===== src/hw/rtl/gnm_pkg.sv =====
// Shared types, constants and helper functions for the eight-neighbour mask block.
// No dependencies; every other file of the block takes names from here.
`default_nettype none
package gnm_pkg;

  localparam int MAX_WIDTH  = 32;
  localparam int MAX_HEIGHT = 1024;
  localparam int COL_W      = 5;
  localparam int ROW_W      = 10;
  localparam int WCFG_W     = 6;
  localparam int HCFG_W     = 11;
  localparam int CFG_ADDR_W = 2;
  localparam int CFG_DATA_W = 11;
  localparam int MASK_W     = 8;
  localparam int IN_DATA_W  = 8;
  localparam int OUT_DATA_W = 24;
  localparam int QDEPTH     = 4;
  localparam int QAW        = 2;

  localparam logic [CFG_ADDR_W-1:0] REG_GRID_WIDTH  = 2'd0;
  localparam logic [CFG_ADDR_W-1:0] REG_GRID_HEIGHT = 2'd1;

  // One queued transaction: row snapshots and the results it owes.
  typedef struct packed {
    logic [MAX_WIDTH-1:0] above;
    logic [MAX_WIDTH-1:0] middle;
    logic [MAX_WIDTH-1:0] incoming;
    logic [COL_W-1:0]     col;
    logic [ROW_W-1:0]     row;
    logic                 emit_prev;
    logic                 emit_lc;
    logic                 flush;
  } gnm_entry_t;

  function automatic logic [WCFG_W-1:0] eff_width(input logic [WCFG_W-1:0] w);
    logic [WCFG_W-1:0] res;
    res = w;
    if (w == '0) res = WCFG_W'(1);
    else if (w > WCFG_W'(MAX_WIDTH)) res = WCFG_W'(MAX_WIDTH);
    return res;
  endfunction

  function automatic logic [HCFG_W-1:0] eff_height(input logic [HCFG_W-1:0] h);
    logic [HCFG_W-1:0] res;
    res = h;
    if (h == '0) res = HCFG_W'(1);
    else if (h > HCFG_W'(MAX_HEIGHT)) res = HCFG_W'(MAX_HEIGHT);
    return res;
  endfunction

  // 3x3 window lookup around one column; outside columns count as occupied.
  function automatic logic [MASK_W-1:0] neighbours(
    input logic [MAX_WIDTH-1:0] up,
    input logic [MAX_WIDTH-1:0] mid,
    input logic [MAX_WIDTH-1:0] down,
    input logic [COL_W-1:0]     col,
    input logic [WCFG_W-1:0]    w
  );
    logic [MASK_W-1:0] m;
    logic              has_left;
    logic              has_right;
    logic [COL_W-1:0]  cl;
    logic [COL_W-1:0]  cr;
    m         = '0;
    has_left  = (col != '0);
    has_right = ({1'b0, col} + WCFG_W'(1)) < w;
    cl        = col - COL_W'(1);
    cr        = col + COL_W'(1);
    if (mid[col]) begin
      m[1] = up[col];
      m[6] = down[col];
      if (has_left) begin
        m[0] = up[cl];
        m[3] = mid[cl];
        m[5] = down[cl];
      end
      if (has_right) begin
        m[2] = up[cr];
        m[4] = mid[cr];
        m[7] = down[cr];
      end
    end
    return m;
  endfunction

endpackage
`default_nettype wire


===== src/hw/rtl/gnm_front.sv =====
// Front end: accepts cells, keeps the row stores and counters, classifies work.
// Depends on gnm_pkg; feeds gnm_queue.
`default_nettype none
module gnm_front (
  input  wire logic                              clk,
  input  wire logic                              rst_n,
  input  wire logic                              cfg_wr_en,
  input  wire logic [gnm_pkg::CFG_ADDR_W-1:0]    cfg_addr,
  input  wire logic [gnm_pkg::CFG_DATA_W-1:0]    cfg_wdata,
  input  wire logic                              acc,
  input  wire logic                              cell_free,
  output gnm_pkg::gnm_entry_t                    entry,
  output logic                                   push,
  output logic [gnm_pkg::WCFG_W-1:0]             eff_w
);

  logic [gnm_pkg::WCFG_W-1:0]    width_r;
  logic [gnm_pkg::HCFG_W-1:0]    height_r;
  logic [gnm_pkg::MAX_WIDTH-1:0] above_r, middle_r, incoming_r;
  logic [gnm_pkg::COL_W-1:0]     col_r;
  logic [gnm_pkg::ROW_W-1:0]     row_r;
  logic [gnm_pkg::MAX_WIDTH-1:0] incoming_nxt;
  logic [gnm_pkg::HCFG_W-1:0]    eff_h;
  logic                          last_col, last_cell, cfg_hit;

  assign eff_w     = gnm_pkg::eff_width(width_r);
  assign eff_h     = gnm_pkg::eff_height(height_r);
  assign last_col  = ({1'b0, col_r} + gnm_pkg::WCFG_W'(1)) >= eff_w;
  assign last_cell = last_col &&
                     (({1'b0, row_r} + gnm_pkg::HCFG_W'(1)) >= eff_h);
  assign cfg_hit   = cfg_wr_en && ((cfg_addr == gnm_pkg::REG_GRID_WIDTH) ||
                                   (cfg_addr == gnm_pkg::REG_GRID_HEIGHT));

  always_comb begin
    incoming_nxt        = incoming_r;
    incoming_nxt[col_r] = incoming_r[col_r] | cell_free;
    entry.above     = above_r;
    entry.middle    = middle_r;
    entry.incoming  = incoming_nxt;
    entry.col       = col_r;
    entry.row       = row_r;
    entry.emit_prev = (row_r != '0) && (col_r != '0);
    entry.emit_lc   = (row_r != '0) && last_col;
    entry.flush     = last_cell;
    push = acc && (entry.emit_prev || entry.emit_lc || entry.flush);
  end

  always_ff @(posedge clk) begin
    if (!rst_n) begin
      width_r    <= gnm_pkg::WCFG_W'(8);
      height_r   <= gnm_pkg::HCFG_W'(8);
      above_r    <= '0;
      middle_r   <= '0;
      incoming_r <= '0;
      col_r      <= '0;
      row_r      <= '0;
    end else if (cfg_hit) begin
      if (cfg_addr == gnm_pkg::REG_GRID_WIDTH) begin
        width_r <= cfg_wdata[gnm_pkg::WCFG_W-1:0];
      end else begin
        height_r <= cfg_wdata;
      end
      above_r    <= '0;
      middle_r   <= '0;
      incoming_r <= '0;
      col_r      <= '0;
      row_r      <= '0;
    end else if (acc) begin
      if (last_cell) begin
        above_r    <= '0;
        middle_r   <= '0;
        incoming_r <= '0;
        col_r      <= '0;
        row_r      <= '0;
      end else if (last_col) begin
        above_r    <= middle_r;
        middle_r   <= incoming_nxt;
        incoming_r <= '0;
        col_r      <= '0;
        row_r      <= row_r + gnm_pkg::ROW_W'(1);
      end else begin
        incoming_r <= incoming_nxt;
        col_r      <= col_r + gnm_pkg::COL_W'(1);
      end
    end
  end

endmodule
`default_nettype wire


===== src/hw/rtl/gnm_queue.sv =====
// Short register FIFO of classified transactions between front and back end.
// Depends on gnm_pkg for the entry type and depth.
`default_nettype none
module gnm_queue (
  input  wire logic                clk,
  input  wire logic                rst_n,
  input  wire logic                push,
  input  wire gnm_pkg::gnm_entry_t wr_entry,
  input  wire logic                pop,
  output gnm_pkg::gnm_entry_t      head,
  output logic                     full,
  output logic                     empty
);

  gnm_pkg::gnm_entry_t         mem_r [gnm_pkg::QDEPTH];
  logic [gnm_pkg::QAW-1:0]     wp_r, rp_r;
  logic [gnm_pkg::QAW:0]       cnt_r;

  assign full  = (cnt_r == (gnm_pkg::QAW+1)'(gnm_pkg::QDEPTH));
  assign empty = (cnt_r == '0);
  assign head  = mem_r[rp_r];

  always_ff @(posedge clk) begin
    if (push) mem_r[wp_r] <= wr_entry;
  end

  always_ff @(posedge clk) begin
    if (!rst_n) begin
      wp_r  <= '0;
      rp_r  <= '0;
      cnt_r <= '0;
    end else begin
      if (push) wp_r <= wp_r + gnm_pkg::QAW'(1);
      if (pop)  rp_r <= rp_r + gnm_pkg::QAW'(1);
      if (push && !pop)      cnt_r <= cnt_r + (gnm_pkg::QAW+1)'(1);
      else if (pop && !push) cnt_r <= cnt_r - (gnm_pkg::QAW+1)'(1);
    end
  end

endmodule
`default_nettype wire


===== src/hw/rtl/gnm_back.sv =====
// Back end: walks the results owed by the head transaction, one per cycle while
// the output is not stalled, into the output register. Depends on gnm_pkg.
`default_nettype none
module gnm_back (
  input  wire logic                               clk,
  input  wire logic                               rst_n,
  input  wire gnm_pkg::gnm_entry_t                head,
  input  wire logic                               empty,
  input  wire logic [gnm_pkg::WCFG_W-1:0]         eff_w,
  output logic                                    pop,
  output logic                                    out_tvalid,
  input  wire logic                               out_tready,
  output logic [gnm_pkg::OUT_DATA_W-1:0]          out_tdata,
  output logic                                    out_tlast,
  output logic                                    out_tuser
);

  logic                          prev_done_r, lc_done_r;
  logic [gnm_pkg::COL_W-1:0]     k_r;
  logic                          valid_r, last_r, done_r;
  logic [gnm_pkg::OUT_DATA_W-1:0] data_r;

  logic                          load;
  logic [gnm_pkg::COL_W-1:0]     cur_col;
  logic [gnm_pkg::ROW_W-1:0]     cur_row;
  logic [gnm_pkg::MAX_WIDTH-1:0] up, mid, down;
  logic                          cur_last, cur_frame, in_prev, in_lc;
  logic [gnm_pkg::MASK_W-1:0]    cur_mask;

  assign load = !empty && (!valid_r || out_tready);
  assign pop  = load && cur_last;

  always_comb begin
    in_prev   = head.emit_prev && !prev_done_r;
    in_lc     = head.emit_lc && !lc_done_r;
    up        = head.above;
    mid       = head.middle;
    down      = head.incoming;
    cur_row   = head.row - gnm_pkg::ROW_W'(1);
    cur_frame = 1'b0;
    priority if (in_prev) begin
      cur_col  = head.col - gnm_pkg::COL_W'(1);
      cur_last = !head.emit_lc && !head.flush;
    end else if (in_lc) begin
      cur_col  = head.col;
      cur_last = !head.flush;
    end else begin
      // flush the final row; the row below it is all occupied
      cur_col   = k_r;
      cur_row   = head.row;
      up        = head.middle;
      mid       = head.incoming;
      down      = '0;
      cur_last  = ({1'b0, k_r} + gnm_pkg::WCFG_W'(1)) >= eff_w;
      cur_frame = cur_last;
    end
    cur_mask = gnm_pkg::neighbours(up, mid, down, cur_col, eff_w);
  end

  always_ff @(posedge clk) begin
    if (!rst_n) begin
      prev_done_r <= 1'b0;
      lc_done_r   <= 1'b0;
      k_r         <= '0;
      valid_r     <= 1'b0;
    end else begin
      if (load) begin
        valid_r <= 1'b1;
        if (cur_last) begin
          prev_done_r <= 1'b0;
          lc_done_r   <= 1'b0;
          k_r         <= '0;
        end else if (in_prev) begin
          prev_done_r <= 1'b1;
        end else if (in_lc) begin
          lc_done_r <= 1'b1;
        end else begin
          k_r <= k_r + gnm_pkg::COL_W'(1);
        end
      end else if (out_tready) begin
        valid_r <= 1'b0;
      end
    end
  end

  always_ff @(posedge clk) begin
    if (load) begin
      data_r <= {1'b0, cur_mask, cur_row, cur_col};
      last_r <= cur_last;
      done_r <= cur_frame;
    end
  end

  assign out_tvalid = valid_r;
  assign out_tdata  = data_r;
  assign out_tlast  = last_r;
  assign out_tuser  = done_r;

endmodule
`default_nettype wire


===== src/hw/rtl/grid_eight_neighbour_mask.sv =====
// Eight-connected 3x3 neighbourhood masks over a raster stream of grid cells.
// A result passes from the front end through the queue into the output register.
// Throughput: one cell per cycle while the queue has room; one result per cycle
// out unless stalled; the row-end extra and w-result flush drain via the queue.
// Reset (rst_n low, synchronous): width 8, height 8, row stores and counters clear,
// queue and output register empty.
`default_nettype none
module grid_eight_neighbour_mask (
  input  wire logic                               clk,
  input  wire logic                               rst_n,
  // input stream
  input  wire logic                               in_tvalid,
  output logic                                    in_tready,
  input  wire logic [gnm_pkg::IN_DATA_W-1:0]      in_tdata,   // [0] cell_free
  // result stream
  output logic                                    out_tvalid,
  input  wire logic                               out_tready,
  // [4:0] cell_col, [14:5] cell_row, [22:15] neighbour_mask, [23] zero
  output logic [gnm_pkg::OUT_DATA_W-1:0]          out_tdata,
  output logic                                    out_tlast,  // run_last
  output logic                                    out_tuser,  // frame_done
  // configuration writes: 0 grid_width, 1 grid_height
  input  wire logic                               cfg_wr_en,
  input  wire logic [gnm_pkg::CFG_ADDR_W-1:0]     cfg_addr,
  input  wire logic [gnm_pkg::CFG_DATA_W-1:0]     cfg_wdata
);

  gnm_pkg::gnm_entry_t          fe_entry, q_head;
  logic                         fe_push, q_full, q_empty, q_pop, acc;
  logic [gnm_pkg::WCFG_W-1:0]   eff_w;

  // Accept a cell whenever the queue has room; a cell that owes nothing
  // still advances the counters.
  assign in_tready = !q_full;
  assign acc       = in_tvalid && in_tready;

  // Front: row stores, counters, config registers, classification.
  gnm_front u_front (
    .clk       (clk),
    .rst_n     (rst_n),
    .cfg_wr_en (cfg_wr_en),
    .cfg_addr  (cfg_addr),
    .cfg_wdata (cfg_wdata),
    .acc       (acc),
    .cell_free (in_tdata[0]),
    .entry     (fe_entry),
    .push      (fe_push),
    .eff_w     (eff_w)
  );

  // Queue: decouple cell intake from result emission.
  gnm_queue u_queue (
    .clk      (clk),
    .rst_n    (rst_n),
    .push     (fe_push),
    .wr_entry (fe_entry),
    .pop      (q_pop),
    .head     (q_head),
    .full     (q_full),
    .empty    (q_empty)
  );

  // Back: emit each owed result through the output register.
  gnm_back u_back (
    .clk        (clk),
    .rst_n      (rst_n),
    .head       (q_head),
    .empty      (q_empty),
    .eff_w      (eff_w),
    .pop        (q_pop),
    .out_tvalid (out_tvalid),
    .out_tready (out_tready),
    .out_tdata  (out_tdata),
    .out_tlast  (out_tlast),
    .out_tuser  (out_tuser)
  );

endmodule
`default_nettype wire


===== config.mk =====
export PLATFORM = sky130hd
export DESIGN_NAME = grid_eight_neighbour_mask
export DESIGN_NICKNAME = d
export VERILOG_FILES = /design/src/hw/rtl/gnm_pkg.sv /design/src/hw/rtl/gnm_front.sv /design/src/hw/rtl/gnm_queue.sv /design/src/hw/rtl/gnm_back.sv /design/src/hw/rtl/grid_eight_neighbour_mask.sv
export SDC_FILE = /design/constraint.sdc
export NUM_CORES = 1
export LEC_CHECK = 0
export BUFFER_PORTS_ARGS = -buffer_cell sky130_fd_sc_hd__buf_2
export CAP_MARGIN = 5
export CORE_ASPECT_RATIO = 0.6
export CORE_MARGIN = 8
export CORE_UTILIZATION = 30
export CTS_CLUSTER_SIZE = 40
export DETAILED_ROUTE_END_ITERATION = 7
export GPL_TIMING_DRIVEN = 0
export SETUP_SLACK_MARGIN = 0.5
export SKIP_CTS_REPAIR_TIMING = 1
export SYNTH_ARGS = -nofsm -noshare
export SYNTH_HDL_FRONTEND = slang
export SYNTH_SLANG_ARGS = --single-unit

===== constraint.sdc =====
create_clock -name clk -period 14.7 [get_ports clk]
set_clock_uncertainty 0.2 [all_clocks]
set_input_delay 2.205 -clock clk [delete_from_list [all_inputs] [get_ports clk]]
set_output_delay 2.205 -clock clk [all_outputs]
set_load 0.01 [all_outputs]

=== Word level (Yosys, flattened, before mapping) ===
Memories as Yosys holds them, arrays and structs flattened. A register that Yosys moved wholly into a read port is not among the register bits.
Cells that the tools add are included.

* Memories: 1
* Latch bits: 0
* Word-level logic and storage cells: 168
* Bits in writable memories: 456
* Register bits: 168
* Bits of input ports: 26
* Memory bits (read-only): 0

{| class="wikitable"
|+ Memory list
! name !! words !! bits a word !! read ports !! clocked after Yosys merged registers in !! write ports !! RTL line !! text
|-
| u_queue.mem_r || 4 || 114 || 1 || 1 || 1 || gnm_queue.sv:15 || <nowiki>gnm_pkg::gnm_entry_t mem_r [gnm_pkg::QDEPTH];</nowiki>
|}

* Divide/modulo/power cells: 0
* Bitwise operators: 3
* Eq/ne operators: 4
* Multiplexer cells: 65
* Order comparisons: 11
* Add/subtract/negate cells: 15
* Reduce and logical (&&, ||, !) cells: 49
* $mul: 0
* Shifts and indexed selects: 0

{| class="wikitable"
|+ Operators by type and width
! cell !! count
|-
| two-way mux 32 bit || 12
|-
| binary-select mux 1 bit (select 5 bit) || 10
|-
| two-way mux 10 bit || 4
|-
| two-way mux 5 bit || 7
|-
| bitwise mux 32 bit || 1
|-
| < comparator 5 x 6 -> 1 bit (second input constant) || 4
|-
| two-way mux 1 bit || 22
|-
| two-way mux 11 bit || 2
|-
| adder 5 x 1 -> 6 bit (second input constant) || 3
|-
| adder 5 x 1 -> 5 bit (second input constant) || 3
|-
| logical AND 1 bit || 14
|-
| >= comparator 6 bit || 2
|-
| two-way mux 6 bit || 2
|-
| AND reduction 2 bit || 6
|-
| adder 10 x 1 -> 11 bit (second input constant) || 1
|-
| >= comparator 11 bit || 1
|-
| > comparator 11 bit (second input constant) || 1
|-
| logical NOT 11 bit || 1
|-
| adder 10 x 1 -> 10 bit (second input constant) || 1
|-
| nonzero test 10 bit || 1
|-
| nonzero test 2 bit || 5
|-
| nonzero test 5 bit || 2
|-
| subtractor 10 x 1 -> 10 bit (second input constant) || 1
|-
| subtractor 5 x 1 -> 5 bit (second input constant) || 2
|-
| other kinds (21) || 39
|}

=== Longest topological paths before layout ===
* Depth in word-level cells: 12
* Depth in mapped cells: 19
* Depth with buffers taken out: 19

=== Modules after synthesis ===
From an unflattened synthesis, not the netlist that was laid out.

* Cells, all modules: 2005
* Area, all modules: 29239.3 um^2

{| class="wikitable"
|+ By module, submodules not included
! module !! cells each !! instances !! area each (um^2) !! seq. area each (um^2)
|-
| gnm_queue || 639 || 1 || 16906.2 || 13873.3
|-
| gnm_front || 718 || 1 || 6517.5 || 2562.5
|-
| gnm_back || 646 || 1 || 5805.6 || 910.9
|-
| grid_eight_neighbour_mask || 2 || 1 || 10.0 || 0.0
|}

=== Least setup slack after synthesis ===
No wires, ideal clock.

* Kind: input to register
* From: input in_tvalid
* To: memory u_queue.mem_r[0][0] (netlist bit), enable pin
* Path buffers: 1
* Stages on the path: 4
* Arrival: 5407 ps
* Path slack: 8606 ps
* Required time: 14013 ps
* Path through: nand2_1 clkbuf_1 nor2_1 and3_1

* Longest elaborated chain between the ends: 4

{| class="wikitable"
|+ Ends and longest elaborated chain
! what !! RTL line !! text
|-
| from (decl) || grid_eight_neighbour_mask.sv:12 || <nowiki>input wire logic in_tvalid,</nowiki>
|-
| logical AND 1 bit || grid_eight_neighbour_mask.sv:35 || <nowiki>assign acc = in_tvalid && in_tready;</nowiki>
|-
| logical AND 1 bit || gnm_front.sv:45 || <nowiki>push = acc && (entry.emit_prev || entry.emit_lc || entry.flush);</nowiki>
|-
| two-way mux 1 bit || gnm_queue.sv:24 || <nowiki>if (push) mem_r[wp_r] <= wr_entry;</nowiki>
|-
| two-way mux 1 bit (not written as such) || gnm_queue.sv:24 ||
|-
| to (decl) || gnm_queue.sv:15 ||
|}

No other way between the ends.

==> impl_metrics.tcl <==
set metrics [dict create \
    synth-seq-cells 626 \
    setup_ws_ps 6405 \
    cts.path.max_buffers 3 \
    ys_types 75 \
    worst-slew-pin-transition_ps 1380 \
    avgSynthCellArea_um2 13.17 \
    drive_above_1_share 0.1714 \
    synthArstFlopShare 0 \
    vias 21071 \
    core_mm2 0.09788 \
    dieArea_mm2 0.1090 \
    synth_area_leaders "edfxtp_1 49%, mux4_2 11%, dfxtp_1 9.8%" \
    cp_slowest_cell "buf_1" \
    synth_top_area_cell "edfxtp_1" \
    r2r.worst_path.cells 17 \
    crit_top_cell "buf_1" \
    final_nets 2423 \
    die_w_um 421.0 \
    syn_to_final_growth_pct 13.46 \
    endpoint "u_back.out_tdata[19]" \
    ir_drop_mv 0.1193 \
    synthTopCellsByCount "481 x edfxtp_1, 313 x nand2_1, 145 x dfxtp_1" \
    min_period_over_period 0.5643 \
    fp-row-count 89 \
    synth_area_mm2 0.02952 \
    numPortBuffers 45 \
    timing.rr.end "u_back.out_tdata[19]" \
    crit_chain "buf_6, mux4_2, inv_2, buf_2, buf_1, ha_1, nand2_1, and2_1, clkbuf_1, buf_1, ha_1, buf_1, clkbuf_1, mux4_2, mux2i_1, nand2_1, a211oi_1" \
    grt_pass1_wl_um 148000 \
    ant_nets 0 \
    cp.required_ps 14820 \
    tritoncts "done" \
    path_delay_family "buffers and inverters" \
    fmax_mhz 120.6 \
    dp_hpwl_um 78070 \
    synth_nets 2313 \
    status "completed" \
    yosysWarningCount 0 \
    cp-end-kind "flop" \
    fin_crit_ps 8295 \
    yosysMostFrequentCell "edfxtp_1" \
    cts_buffers 54 \
    ys_seq_area_frac 0.5876 \
    synth_flop_cell "edfxtp_1" \
    place_ws_ps 6836 \
    grt_max_degree 56 \
    crit_type "flop to flop" \
    die_h_um 259.0 \
    nFillCells 9613 \
    slew_viol_final 0 \
    synth_edf_count 481 \
    root_buffer "clkbuf_16" \
    grt_pass1_vias 19665 \
    cp.arrival_ps 8420 \
    whs_path_depth 2 \
    firstDrtPassIters 6 \
    final-hold-violation-count 0 \
    routed_wl_um 105100 \
    routed_via_density 5.667 \
    gr-total-overflow 0 \
    p_per_area_mw_per_mm2 164.2 \
    critPathLaunchType "flop" \
    cp_num_cells 17 \
    routedWlPerCell_um 28.27 \
    initial_core_util 0.3016 \
    yosysTopAreaCellShare 0.4892 \
    rsz0062_at_grt "no" \
    holdWs_ps 303.5 \
    setup_viol 0 \
    netlist_instances 2242 \
    gp_routability_congestion 1.045 \
    multi_input_area_mm2 0.01140 \
    post-route-drc-count 0 \
    worstPathMaxFanout 11 \
    cellLeakagePower_nw 10.91 \
    antenna_found_initial 4 \
    ios 54 \
    drt_iter0_drc 3218 \
    hold_path.class "flop to flop" \
    slew_headroom 0.07342 \
    path_buf_inv 8 \
    clkTransAtPathRegs_ps 70 \
    max_cap_viol_count 0 \
    clock-sinks 626 \
    slowest_delay_ps 800 \
    final_util 0.3422 \
    rrSetupSlack_ps 6410 \
    register_area_mm2 0.01735 \
    h-tree-depth 2 \
    tns_ps 0 \
    track_usage 0.1847 \
    clk_latency_ps 650 \
]
## worst min-delay path, stage by stage (launching register included)
cell	delay [ps]
dfxtp_1	350
nand2_1	70
a21oi_1	50
## layer usage
layer / vias to the layer above / global-route usage / routed length [µm]
met5: - / 0.01271 / 193
met4: 2 / 0.03134 / 1620
met3: 136 / 0.08225 / 16640
met2: 1304 / 0.2255 / 37740
met1: 10799 / 0.2909 / 48930
li1: 8830 / - / -
## cell families after synthesis
group                      synth area share
muxes                                0.1755
other                             0.0001270
xor gates and xnor gates            0.01102
AOI/OAI and AO/OA                   0.07891
and+or+nand+nor                      0.1001
DFF                                  0.5876
buffers and inverters               0.02742
adders and majority gates           0.01933
## layout make-up
class	count	area share
Clock buffer	73	0.04490
Multi-Input combinational cell	1433	0.3405
Clock inverter	29	0.009375
Inverter	24	0.002764
Buffer	159	0.02140
Timing Repair Buffer	54	0.01390
Antenna cell	1	0.00007470
Tap cell	1319	0.04927
Sequential cell	626	0.5179
## per-stage QoR
step           std cells  instance area, µm²  power (W)
3_5_place_dp        3615               31670   0.003941
3_3_place_gp        3606               31400   0.003944
2_1_floorplan       2242               29520   0.003217
6_report            3718               33500   0.005499
4_1_cts             3717               33490   0.005417
5_1_grt             3717               33490   0.005639
## power by group
| group | internal [W] | switching (W) |
|---|---|---|
| clock network | 0.000798 | 0.000688 |
| registers | 0.00195 | 0.0000169 |
| logic | 0.000684 | 0.00136 |
| total | 0.00343 | 0.00207 |
## sequential cells by signal, indices dropped and copies added, names as in the netlist, named ones only
signal	count
u_back.out_tuser	1
u_back.prev_done_r	1
u_back.out_tdata	23
u_queue.rp_r	2
u_queue.cnt_r	3
u_front.above_r	32
u_front.incoming_r	32
u_back.out_tlast	1
u_back.k_r	5
u_queue.wp_r	2
u_queue.mem_r	456
u_back.out_tvalid	1
u_back.lc_done_r	1
u_front.middle_r	32
u_front.width_r	6
u_front.height_r	11
u_front.row_r	10
u_front.col_r	5
## how the worst min path moves through the flow
stage	startpoint	end	slack, ps
floorplan	u_front.row_r[3]	u_queue.mem_r[0][6]	260
detailed placement	u_front.above_r[13]	u_queue.mem_r[2][95]	290
global route	u_front.above_r[19]	u_front.above_r[19]	330
finish	u_front.above_r[19]	u_front.above_r[19]	300
CTS	u_front.above_r[13]	u_queue.mem_r[0][95]	310
global placement	u_back.out_tvalid	u_back.out_tvalid	250
## layout by cell type, fill, tap and decap left out, types with 7 or more instances in the layout
master     instances
inv_1             20
a21o_1            10
mux4_2           143
a22oi_1           35
buf_2             75
o22ai_1           16
a32oi_1           19
nor2_1           124
nor3_1            17
buf_16             8
xnor2_1           18
a311oi_1           7
or3_1             11
o221ai_1          15
nor2b_1            8
nand3_1          123
xor2_1            16
and3_1            20
buf_1             28
buf_4             14
clkinv_2          11
mux2_2            57
edfxtp_1         481
a211oi_1          14
ha_1              44
a21oi_1          121
nand2_1          313
nand2b_1           9
o22a_1            12
clkbuf_16         55
o21ai_0           49
mux2i_1          123
dfxtp_1          145
clkbuf_1          95
a31oi_1           21
Power figures use the tool's default switching activity.
